## src/hdl/hep_pkg.sv

```systemverilog
`timescale 1ns / 1ps
package hep_pkg;
    localparam int DEF_COUNT_BITS = 24;
    localparam int NUM_BINS       = 256;
    localparam int BIN_BITS       = 8;
    localparam int PIX_BITS       = 8;
    localparam int KIND_BITS      = 2;
    localparam int FULL_SCALE     = 255;

    localparam logic [KIND_BITS-1:0] KIND_CLEAR   = 2'd0;
    localparam logic [KIND_BITS-1:0] KIND_COLLECT = 2'd1;
    localparam logic [KIND_BITS-1:0] KIND_MAP     = 2'd2;
    localparam logic [KIND_BITS-1:0] KIND_UNUSED  = 2'd3;

    typedef enum logic [1:0] {
        OP_CLEAR   = 2'd0,
        OP_COLLECT = 2'd1,
        OP_MAP     = 2'd2
    } t_op;

    typedef struct packed {
        t_op                 op;
        logic [PIX_BITS-1:0] pix;
    } t_cmd;
endpackage

```

## src/hdl/hep_front.sv

```systemverilog
`timescale 1ns / 1ps
// Classifies items and queues commands for the back end. Kind 3 is dropped.
module hep_front (
    input  logic                  i_clk,
    input  logic                  i_rst_n,
    input  logic                  i_valid,
    output logic                  o_stall,
    input  logic [1:0]            i_kind,
    input  logic [7:0]            i_pixel_value,
    output logic                  o_cmd_valid,
    input  logic                  i_cmd_take,
    output hep_pkg::t_cmd         o_cmd
);
    import hep_pkg::*;

    localparam int QDEPTH = 2;

    t_cmd       r_q [QDEPTH];
    logic       r_wp, n_wp, r_rp, n_rp;
    logic [1:0] r_cnt, n_cnt;
    logic       w_push, w_pop;
    t_cmd       w_cmd;

    assign o_stall     = (r_cnt == 2'(QDEPTH));
    assign o_cmd_valid = (r_cnt != 2'd0);
    assign o_cmd       = r_q[r_rp];
    assign w_pop       = o_cmd_valid && i_cmd_take;
    assign w_push      = i_valid && !o_stall && (i_kind != KIND_UNUSED);

    always_comb begin
        w_cmd.pix = i_pixel_value;
        unique case (i_kind)
            KIND_CLEAR:   w_cmd.op = OP_CLEAR;
            KIND_COLLECT: w_cmd.op = OP_COLLECT;
            default:      w_cmd.op = OP_MAP;
        endcase
        n_wp  = r_wp ^ w_push;
        n_rp  = r_rp ^ w_pop;
        n_cnt = r_cnt + {1'b0, w_push} - {1'b0, w_pop};
    end

    always_ff @(posedge i_clk) begin
        if (w_push) begin
            r_q[r_wp] <= w_cmd;
        end
        if (!i_rst_n) begin
            r_wp  <= 1'b0;
            r_rp  <= 1'b0;
            r_cnt <= 2'd0;
        end else begin
            r_wp  <= n_wp;
            r_rp  <= n_rp;
            r_cnt <= n_cnt;
        end
    end
endmodule

```

## config.mk

```make
export PLATFORM = sky130hd
export DESIGN_NAME = hep_front
export DESIGN_NICKNAME = d
export VERILOG_FILES = /design/src/hdl/hep_pkg.sv /design/src/hdl/hep_front.sv
export SDC_FILE = /design/constraint.sdc
export NUM_CORES = 1
export LEC_CHECK = 0
export ABC_AREA = 0
export BUFFER_PORTS_ARGS = -buffer_cell sky130_fd_sc_hd__buf_2
export CORE_MARGIN = 4
export CORE_UTILIZATION = 40
export CTS_BUF_LIST = sky130_fd_sc_hd__clkbuf_2 sky130_fd_sc_hd__clkbuf_4 sky130_fd_sc_hd__clkbuf_8
export DETAILED_ROUTE_END_ITERATION = 10
export SYNTH_ARGS = -nofsm -noshare
export SYNTH_HDL_FRONTEND = slang
export SYNTH_SLANG_ARGS = --single-unit
```

## constraint.sdc

```tcl
create_clock -name i_clk -period 1.9 [get_ports i_clk]
set_input_delay 0.38 -clock i_clk [delete_from_list [all_inputs] [get_ports i_clk]]
set_output_delay 0.38 -clock i_clk [all_outputs]
set_load 0.03 [all_outputs]
```

==> results of run 1 <==
cell type report:
class                      count  area share
inverter                       3     0.00940
tap                           28      0.0293
sequential                    25       0.586
timing repair buffer          27       0.117
multi-input combinational     29       0.233
clock buffer                   4      0.0251
flip-flops by register name, summed over array words and instances, names as in the netlist, named ones only:
name,cells
r_rp,1
r_q,20
r_wp,1
r_cnt,2
synth_stat cells:
cell type	n	area share
edfxtp_1	20	0.60
mux2_2	10	0.11
dfxtp_1	5	0.10
ha_1	4	0.050
inv_1	3	0.011
mux2i_1	2	0.020
nand2_1	2	0.0075
nor2b_1	2	0.013
and2_1	1	0.0063
and3_1	1	0.0063
buf_2	1	0.0050
clkbuf_1	1	0.0038
nand2b_1	1	0.0063
nand3_1	1	0.0050
nor2b_2	1	0.0088
o21a_1	1	0.0075
or2_2	1	0.0063
or2b_1	1	0.0075
xnor3_1	1	0.023
routing by layer:
layer / vias to the layer above / share of wire
li1: 271 / -
met1: 253 / 0.42
met2: 14 / 0.50
met3: 2 / 0.066
met4: 0 / 0.0086
met5: - / 0
power breakdown:
group | switching (µW) | leakage [µW] | internal, µW
Combinational | 280 | 0.000249 | 213
Clock | 145 | 0.0000184 | 96.0
Sequential | 49.4 | 0.000227 | 679
cell families after synthesis:
family	Yosys count
and+or+nand+nor	11
AOI/OAI and AO/OA	1
DFF	25
adders and majority gates	4
muxes	12
buffers and inverters	5
xor gates and xnor gates	1
how the worst min path moves through the flow:
stage,from,end,depth (start not counted)
6_report,i_pixel_value[1],r_q[0][1]$_DFFE_PP_,1
5_1_grt,i_pixel_value[3],r_q[0][3]$_DFFE_PP_,1
4_1_cts,i_pixel_value[1],r_q[0][1]$_DFFE_PP_,1
3_5_place_dp,r_rp$_SDFF_PN0_,r_rp$_SDFF_PN0_,2
3_3_place_gp,r_rp$_SDFF_PN0_,r_rp$_SDFF_PN0_,2
2_1_floorplan,r_rp$_SDFF_PN0_,flop,2
through the flow:
stage               total power [µW]  setup slack, ns  std cells   util
finish                          1460            0.190        116  0.521
global placement                1240            0.349        112  0.508
detailed placement              1240            0.377        112  0.508
floorplan                       1120            0.479         59      -
CTS                             1480           0.0145        116  0.521
global route                    1550            0.105        116  0.521
==> flow_metrics.env, run 1 <==
export IMPL_status="complete, no violations"
export IMPL_synthCells=59
export IMPL_first_global_vias=554
export IMPL_fin_area_um2=1200
export IMPL_yosysSeqAreaShare=0.701
export IMPL_wl_per_cell_um=13.0
export IMPL_worst_pin_slew_ns=0.230
export IMPL_portBuffers=25
export IMPL_synth_xor_area_frac=0.0225
export IMPL_seq_area_um2=702
export IMPL_holdWs_ns=0.259
export IMPL_fin_crit_ns=1.71
export IMPL_hold_buffers=0
export IMPL_die_area_um2=3360
export IMPL_cts_root_buf="clkbuf_4"
export IMPL_core_area_um2=2300
export IMPL_cts_tree="done"
export IMPL_nets=107
export IMPL_io_pins=26
export IMPL_die_h_um=58.0
export IMPL_cts_sinks=25
export IMPL_slowest_stage="dfxtp_2"
export IMPL_crit_family="flip-flops"
export IMPL_layout_commonest_cell="buf_2"
export IMPL_cap_violations=0
export IMPL_grt_busiest_layer="met2"
export IMPL_regToRegEndpoint="r_cnt[1]$_SDFF_PN0_"
export IMPL_hold_class="in -> reg"
export IMPL_placed_area_um2=1170
export IMPL_fin_worst_skew_ns=0.00216
export IMPL_power_density_nw_per_um2=1220
export IMPL_critPathKind="reg -> out"
export IMPL_area_delta_synth_final_pct=19.8
export IMPL_period_share=0.900
export IMPL_final_layout_size_suffix_gt1_frac=0.500
export IMPL_finalMaxSlewViolations=0
export IMPL_clk_pin_slew_worst_paths_ns=0.13
export IMPL_synth_distinct_cells=19
export IMPL_muxShareOfSynthArea=0.133
export IMPL_wl_um=1510
export IMPL_cts_resized_gates=0
export IMPL_multi_input_area_um2=279
export IMPL_antenna_left=0
export IMPL_synthAdderAreaFrac=0.0501
export IMPL_die_x_um=58.0
export IMPL_r2r_setup_slack_ns=0.38
export IMPL_grt_total_usage=0.0996
export IMPL_fmax_mhz=585
export IMPL_grt_max_degree=14
export IMPL_avgSynthCellArea_um2=16.9
export IMPL_finalHoldViolCount=0
export IMPL_synth_top_family_by_area="multiplexers"
export IMPL_synth_fp_nets=77
export IMPL_synth_seq_cells=25
export IMPL_leakagePower_uw=0.000495
export IMPL_regToRegStartpoint="r_cnt[1]$_SDFF_PN0_"
export IMPL_cp_num_buf_inv=1
export IMPL_grt_pass1_wl_um=2540
export IMPL_synth_area_um2=1000
export IMPL_viasPerCell=4.66
export IMPL_antenna_found_initial=0
export IMPL_grt_use_met2=0.168
export IMPL_endpoint="o_cmd[9]"
export IMPL_rows=17
export IMPL_clkLatencyLatePin_ns=0.30
export IMPL_clockBufferDepth=2
export IMPL_crit_path_end_kind="primary output"
export IMPL_final_cell_mix="buf_2 (25), edfxtp_1 (20), mux2_2 (10)"
export IMPL_critical_path_max_stage_delay_ns=0.48
export IMPL_synth_compound_area_share=0.00751
export IMPL_hpwl_um=1150
export IMPL_critPathMaxFanout=10
export IMPL_cts_setup_buffers=0
export IMPL_synth_simple_area_share=0.0663
export IMPL_grt_use_met3=0.0334
export IMPL_cp_start_kind="flop"
export IMPL_drcViolationCount=0
export IMPL_cp_num_cells=2
export IMPL_drt_initial_drc_count=16
export IMPL_peakVddDrop_v=0.000665
export IMPL_numCtsBuffers=3
export IMPL_num_vias=540
export IMPL_crit_chain="mux2_2 > buf_2"
export IMPL_drt_pass1_iterations=2
export IMPL_start_util=0.435
export IMPL_relSlewSlack=0.847
export IMPL_place_congestion=0.624
export IMPL_antenna_cells=0
export IMPL_fillers=206
export IMPL_report_final_setup_viol=0
export IMPL_rsz0062_at_grt="no"
export IMPL_overflow=0
export IMPL_r2r_cells=7
export IMPL_ys_warn_count=0
export IMPL_use_met1=0.116
export IMPL_finalSetupTns_ns=0
export IMPL_cp_required_ns=1.52
export IMPL_arrival_ns=1.33
export IMPL_h_tree_depth=1
Power figures use the tool's default switching activity.
==> inputs of run 2 (changes only) <==
--- a/config.mk
+++ b/config.mk
@@ -8,9 +8,11 @@
 export ABC_AREA = 0
 export BUFFER_PORTS_ARGS = -buffer_cell sky130_fd_sc_hd__buf_2
 export CORE_MARGIN = 4
-export CORE_UTILIZATION = 40
+export CORE_UTILIZATION = 53
 export CTS_BUF_LIST = sky130_fd_sc_hd__clkbuf_2 sky130_fd_sc_hd__clkbuf_4 sky130_fd_sc_hd__clkbuf_8
 export DETAILED_ROUTE_END_ITERATION = 10
+export PLACE_DENSITY = 0.8
+export RECOVER_POWER = 50
 export SYNTH_ARGS = -nofsm -noshare
 export SYNTH_HDL_FRONTEND = slang
 export SYNTH_SLANG_ARGS = --single-unit
==> run 2 against run 1 <==
Total power decreased by 1.9%. Largest cell class unchanged. Critical endpoint is now o_cmd[4]. Register-to-register slack got worse by 0.02 ns. Global-route usage increased by 1.1 points.
==> flow_metrics.env, run 2 (synthesis gave the netlist of run 1 again) <==
export IMPL_arrival_ns=1.34
export IMPL_cts_setup_buffers=0
export IMPL_top_regs="r_q x20, r_cnt x2"
export IMPL_crit_chain="mux2_2 > buf_2"
export IMPL_critical_path_max_stage_delay_ns=0.48
export IMPL_finalMaxSlewViolations=0
export IMPL_h_tree_depth=1
export IMPL_core_area_um2=1760
export IMPL_die_area_um2=2650
export IMPL_cp_required_ns=1.52
export IMPL_grt_pass1_wl_um=2160
export IMPL_finalSetupTns_ns=0
export IMPL_io_pins=26
export IMPL_status="complete, no violations"
export IMPL_rsz0062_at_grt="no"
export IMPL_nets=105
export IMPL_grt_busiest_layer="met2"
export IMPL_largest_register_ffs=20
export IMPL_place_congestion=0.699
export IMPL_num_vias=535
export IMPL_fmax_mhz=582
export IMPL_finalHoldViolCount=0
export IMPL_die_h_um=51.4
export IMPL_first_global_vias=557
export IMPL_final_layout_size_suffix_gt1_frac=0.453
export IMPL_drt_pass1_iterations=1
export IMPL_antenna_left=0
export IMPL_drcViolationCount=0
export IMPL_area_delta_synth_final_pct=17.3
export IMPL_top_register="r_q"
export IMPL_grt_use_met3=0.0437
export IMPL_clockBufferDepth=2
export IMPL_die_x_um=51.4
export IMPL_cts_tree="done"
export IMPL_cts_sinks=25
export IMPL_power_density_nw_per_um2=1220
export IMPL_numCtsBuffers=3
export IMPL_antenna_cells=0
export IMPL_hold_path_depth=1
export IMPL_grt_use_met2=0.214
export IMPL_relSlewSlack=0.676
export IMPL_holdWs_ns=0.247
export IMPL_period_share=0.905
export IMPL_rows=15
export IMPL_grt_total_usage=0.110
export IMPL_dpl_worst_slack_ns=0.310
export IMPL_place_inst=107
export IMPL_overflow=0
export IMPL_hpwl_um=995
export IMPL_r2r_cells=3
export IMPL_finalWorstSetupSlack_ns=0.180
export IMPL_slowest_stage="dfxtp_2"
export IMPL_clk_pin_slew_worst_paths_ns=0.13
export IMPL_leakagePower_uw=0.000475
export IMPL_critPathMaxFanout=10
export IMPL_wl_per_cell_um=11.8
export IMPL_cap_violations=0
export IMPL_peakVddDrop_v=0.000876
export IMPL_cp_start_kind="flop"
export IMPL_layout_commonest_cell="buf_2"
export IMPL_worst_pin_slew_ns=0.487
export IMPL_power_total_uw=1430
export IMPL_drt_initial_drc_count=0
export IMPL_clkLatencyLatePin_ns=0.31
export IMPL_finalNonFillerCells=111
export IMPL_critPathKind="reg -> out"
export IMPL_grt_max_degree=15
export IMPL_start_util=0.567
export IMPL_use_met1=0.112
export IMPL_viasPerCell=4.82
export IMPL_cts_root_buf="clkbuf_4"
export IMPL_fin_crit_ns=1.72
export IMPL_wl_um=1310
export IMPL_hold_class="in -> reg"
export IMPL_crit_path_end_kind="primary output"
export IMPL_fin_worst_skew_ns=0.0127
export IMPL_antenna_found_initial=0
export IMPL_report_final_setup_viol=0
export IMPL_portBuffers=25
export IMPL_final_cell_mix="buf_2 (22), edfxtp_1 (20), mux2_2 (10)"
run 2: layout make-up:
class	count	area (µm²)
clock buffers	3	22.5
clock inverters	1	5.00
fillers	150	592
inverters	3	11.3
multi-input cells	29	279
flip-flops and latches	25	702
well taps	25	31.3
repair buffers	25	121
run 2: routing by layer:
metal | up-vias | routed length, µm
li1 | 267 | -
met1 | 250 | 507
met2 | 16 | 711
met3 | 2 | 86
met4 | 0 | 8
met5 | - | 0
run 2: path summary, 6_finish.rpt:
check,from,end,slack (ns)
worst min-delay path,i_pixel_value[3],r_q[0][3]$_DFFE_PP_,0.25
worst min register to register,r_rp$_SDFF_PN0_,r_rp$_SDFF_PN0_,0.50
worst max-delay path,flop,o_cmd[4],0.18
worst max register to register,r_cnt[0]$_SDFF_PN0_,r_q[0][6]$_DFFE_PP_,0.36
run 2: critical path: cells and delay by family, from the launching register on:
family | cells | cell delay (ns)
flops | 1 | 0.48
buf+inv | 1 | 0.18
mux | 1 | 0.37
run 2: report_power, final:
| part | internal [µW] | leakage, µW | switching, µW |
|---|---|---|---|
| clock | 78.6 | 0.0000177 | 141 |
| combinational | 204 | 0.000230 | 281 |
| sequential | 679 | 0.000227 | 48.8 |
run 2: timing repair:
item                                    4_1_cts  5_1_grt
gates resized for setup                       0        1
endpoints found under the setup margin        0       10
hold buffers                                  0        0
run 2: metrics by stage:
step	util	cell area, µm²
after floorplan	-	1000
after global placement	0.650	1150
after detailed placement	0.650	1150
after CTS	0.666	1170
after global routing	0.665	1170
final	0.665	1170
==> inputs of run 3 (changes only) <==
--- a/config.mk
+++ b/config.mk
@@ -8,11 +8,11 @@
 export ABC_AREA = 0
 export BUFFER_PORTS_ARGS = -buffer_cell sky130_fd_sc_hd__buf_2
 export CORE_MARGIN = 4
-export CORE_UTILIZATION = 53
-export CTS_BUF_LIST = sky130_fd_sc_hd__clkbuf_2 sky130_fd_sc_hd__clkbuf_4 sky130_fd_sc_hd__clkbuf_8
+export CORE_UTILIZATION = 50
 export DETAILED_ROUTE_END_ITERATION = 10
-export PLACE_DENSITY = 0.8
+export PLACE_DENSITY = 0.76
 export RECOVER_POWER = 50
+export SLEW_MARGIN = 20
 export SYNTH_ARGS = -nofsm -noshare
 export SYNTH_HDL_FRONTEND = slang
 export SYNTH_SLANG_ARGS = --single-unit
==> run 3 against run 2 <==
Wire length grew 5.4%. Cell area is 0.53% lower. Count of clock-buffer cells in the layout rose by 1. Non-clock buffer count unchanged. Critical path depth unchanged. Clock skew down 0.0038 ns. Total power decreased by 0.54%. Combinational power fell by 1%. Cell count did not move. Worst setup slack better by 0.017 ns. Register-to-register slack hardly changed.
==> flow_metrics.env, run 3 (synthesis gave the netlist of run 1 again) <==
export IMPL_status="complete, no violations"
export IMPL_fin_crit_ns=1.70
export IMPL_critPathKind="reg -> out"
export IMPL_core_area_um2=1800
export IMPL_fillers=156
export IMPL_cp_start_kind="flop"
export IMPL_dpl_worst_slack_ns=0.301
export IMPL_wl_um=1390
export IMPL_layout_commonest_cell="edfxtp_1"
export IMPL_drcViolationCount=0
export IMPL_fin_util=0.647
export IMPL_slowest_stage="dfxtp_2"
export IMPL_numCtsBuffers=3
export IMPL_critPathMaxFanout=10
export IMPL_grt_total_usage=0.117
export IMPL_grt_use_met3=0.0285
export IMPL_io_pins=26
export IMPL_antenna_found_initial=0
export IMPL_crit_family="flip-flops"
export IMPL_cp_required_ns=1.52
export IMPL_hpwl_um=1050
export IMPL_fmax_mhz=587
export IMPL_period_share=0.896
export IMPL_critical_path_max_stage_delay_ns=0.49
export IMPL_report_final_setup_viol=0
export IMPL_clkLatencyLatePin_ns=0.30
export IMPL_grt_use_met2=0.223
export IMPL_use_met1=0.122
export IMPL_grt_max_degree=14
export IMPL_clk_pin_slew_worst_paths_ns=0.12
export IMPL_nets=105
export IMPL_finalHoldViolCount=0
export IMPL_worst_pin_slew_ns=0.469
export IMPL_antenna_left=0
export IMPL_first_global_vias=577
export IMPL_final_cell_mix="edfxtp_1 (20), buf_2 (18), mux2_2 (10)"
export IMPL_peakVddDrop_v=0.000630
export IMPL_power_density_nw_per_um2=1220
export IMPL_grt_pass1_wl_um=2300
export IMPL_largest_register_ffs=20
export IMPL_cts_sinks=25
export IMPL_die_area_um2=2780
export IMPL_grt_busiest_layer="met2"
export IMPL_place_congestion=0.654
export IMPL_finalSetupTns_ns=0
export IMPL_wl_per_cell_um=12.5
export IMPL_h_tree_depth=1
export IMPL_relSlewSlack=0.687
export IMPL_holdWs_ns=0.260
export IMPL_leakagePower_uw=0.000460
export IMPL_finalMaxSlewViolations=0
export IMPL_rows=15
export IMPL_num_vias=533
export IMPL_cts_setup_buffers=0
export IMPL_crit_path_end_kind="primary output"
export IMPL_cp_num_buf_inv=1
export IMPL_cts_root_buf="clkbuf_4"
export IMPL_drt_initial_drc_count=2
export IMPL_top_regs="r_q x20, r_cnt x2"
export IMPL_cap_violations=0
export IMPL_rsz0062_at_grt="no"
export IMPL_arrival_ns=1.32
export IMPL_cts_tree="done"
export IMPL_die_x_um=52.7
export IMPL_crit_chain="mux2_2 > buf_2"
export IMPL_antenna_cells=0
export IMPL_overflow=0
export IMPL_portBuffers=25
export IMPL_die_h_um=52.7
export IMPL_hold_class="in -> reg"
export IMPL_fin_worst_skew_ns=0.00892
export IMPL_viasPerCell=4.80
export IMPL_cts_resized_gates=1
export IMPL_clockBufferDepth=2
export IMPL_start_util=0.555
export IMPL_area_delta_synth_final_pct=16.6
export IMPL_finalWorstSetupSlack_ns=0.197
export IMPL_place_inst=107
export IMPL_hold_buffers=0
export IMPL_drt_pass1_iterations=2
export IMPL_final_layout_size_suffix_gt1_frac=0.395
export IMPL_top_register="r_q"
export IMPL_finalNonFillerCells=111
run 3: through the flow:
stage	cell area (µm²)	power, µW
2_1_floorplan	1000	1120
3_3_place_gp	1150	1230
3_5_place_dp	1150	1230
4_1_cts	1170	1450
5_1_grt	1170	1520
6_report	1170	1430
run 3: final cells by class:
type                       instances  area, µm²  share of cell area
sequential                        25        702               0.602
multi-input combinational         29        279               0.239
clock buffer                       4       26.3              0.0225
inverter                           3       11.3             0.00966
tap                               25       31.3              0.0268
timing repair buffer              25        116              0.0998
run 3: path summary, 6_finish.rpt:
check,from,cells past startpoint,end,slack [ns]
worst min register to register,r_rp$_SDFF_PN0_,2,flop,0.48
worst min-delay path,i_pixel_value[1],1,r_q[0][1]$_DFFE_PP_,0.26
worst max-delay path,flop,2,o_cmd[1],0.20
worst max register to register,r_cnt[1]$_SDFF_PN0_,7,r_cnt[1]$_SDFF_PN0_,0.37
run 3: report_power, final:
group	internal (µW)	total, µW	switching (µW)
registers	679	730	50.1
clock network	81.5	216	135
logic	202	480	278
run 3: layer usage:
metal | wire length (µm) | up-vias
met3 | 71 | 2
met5 | 0 | -
met4 | 11 | 0
met2 | 754 | 10
met1 | 547 | 251
li1 | - | 270
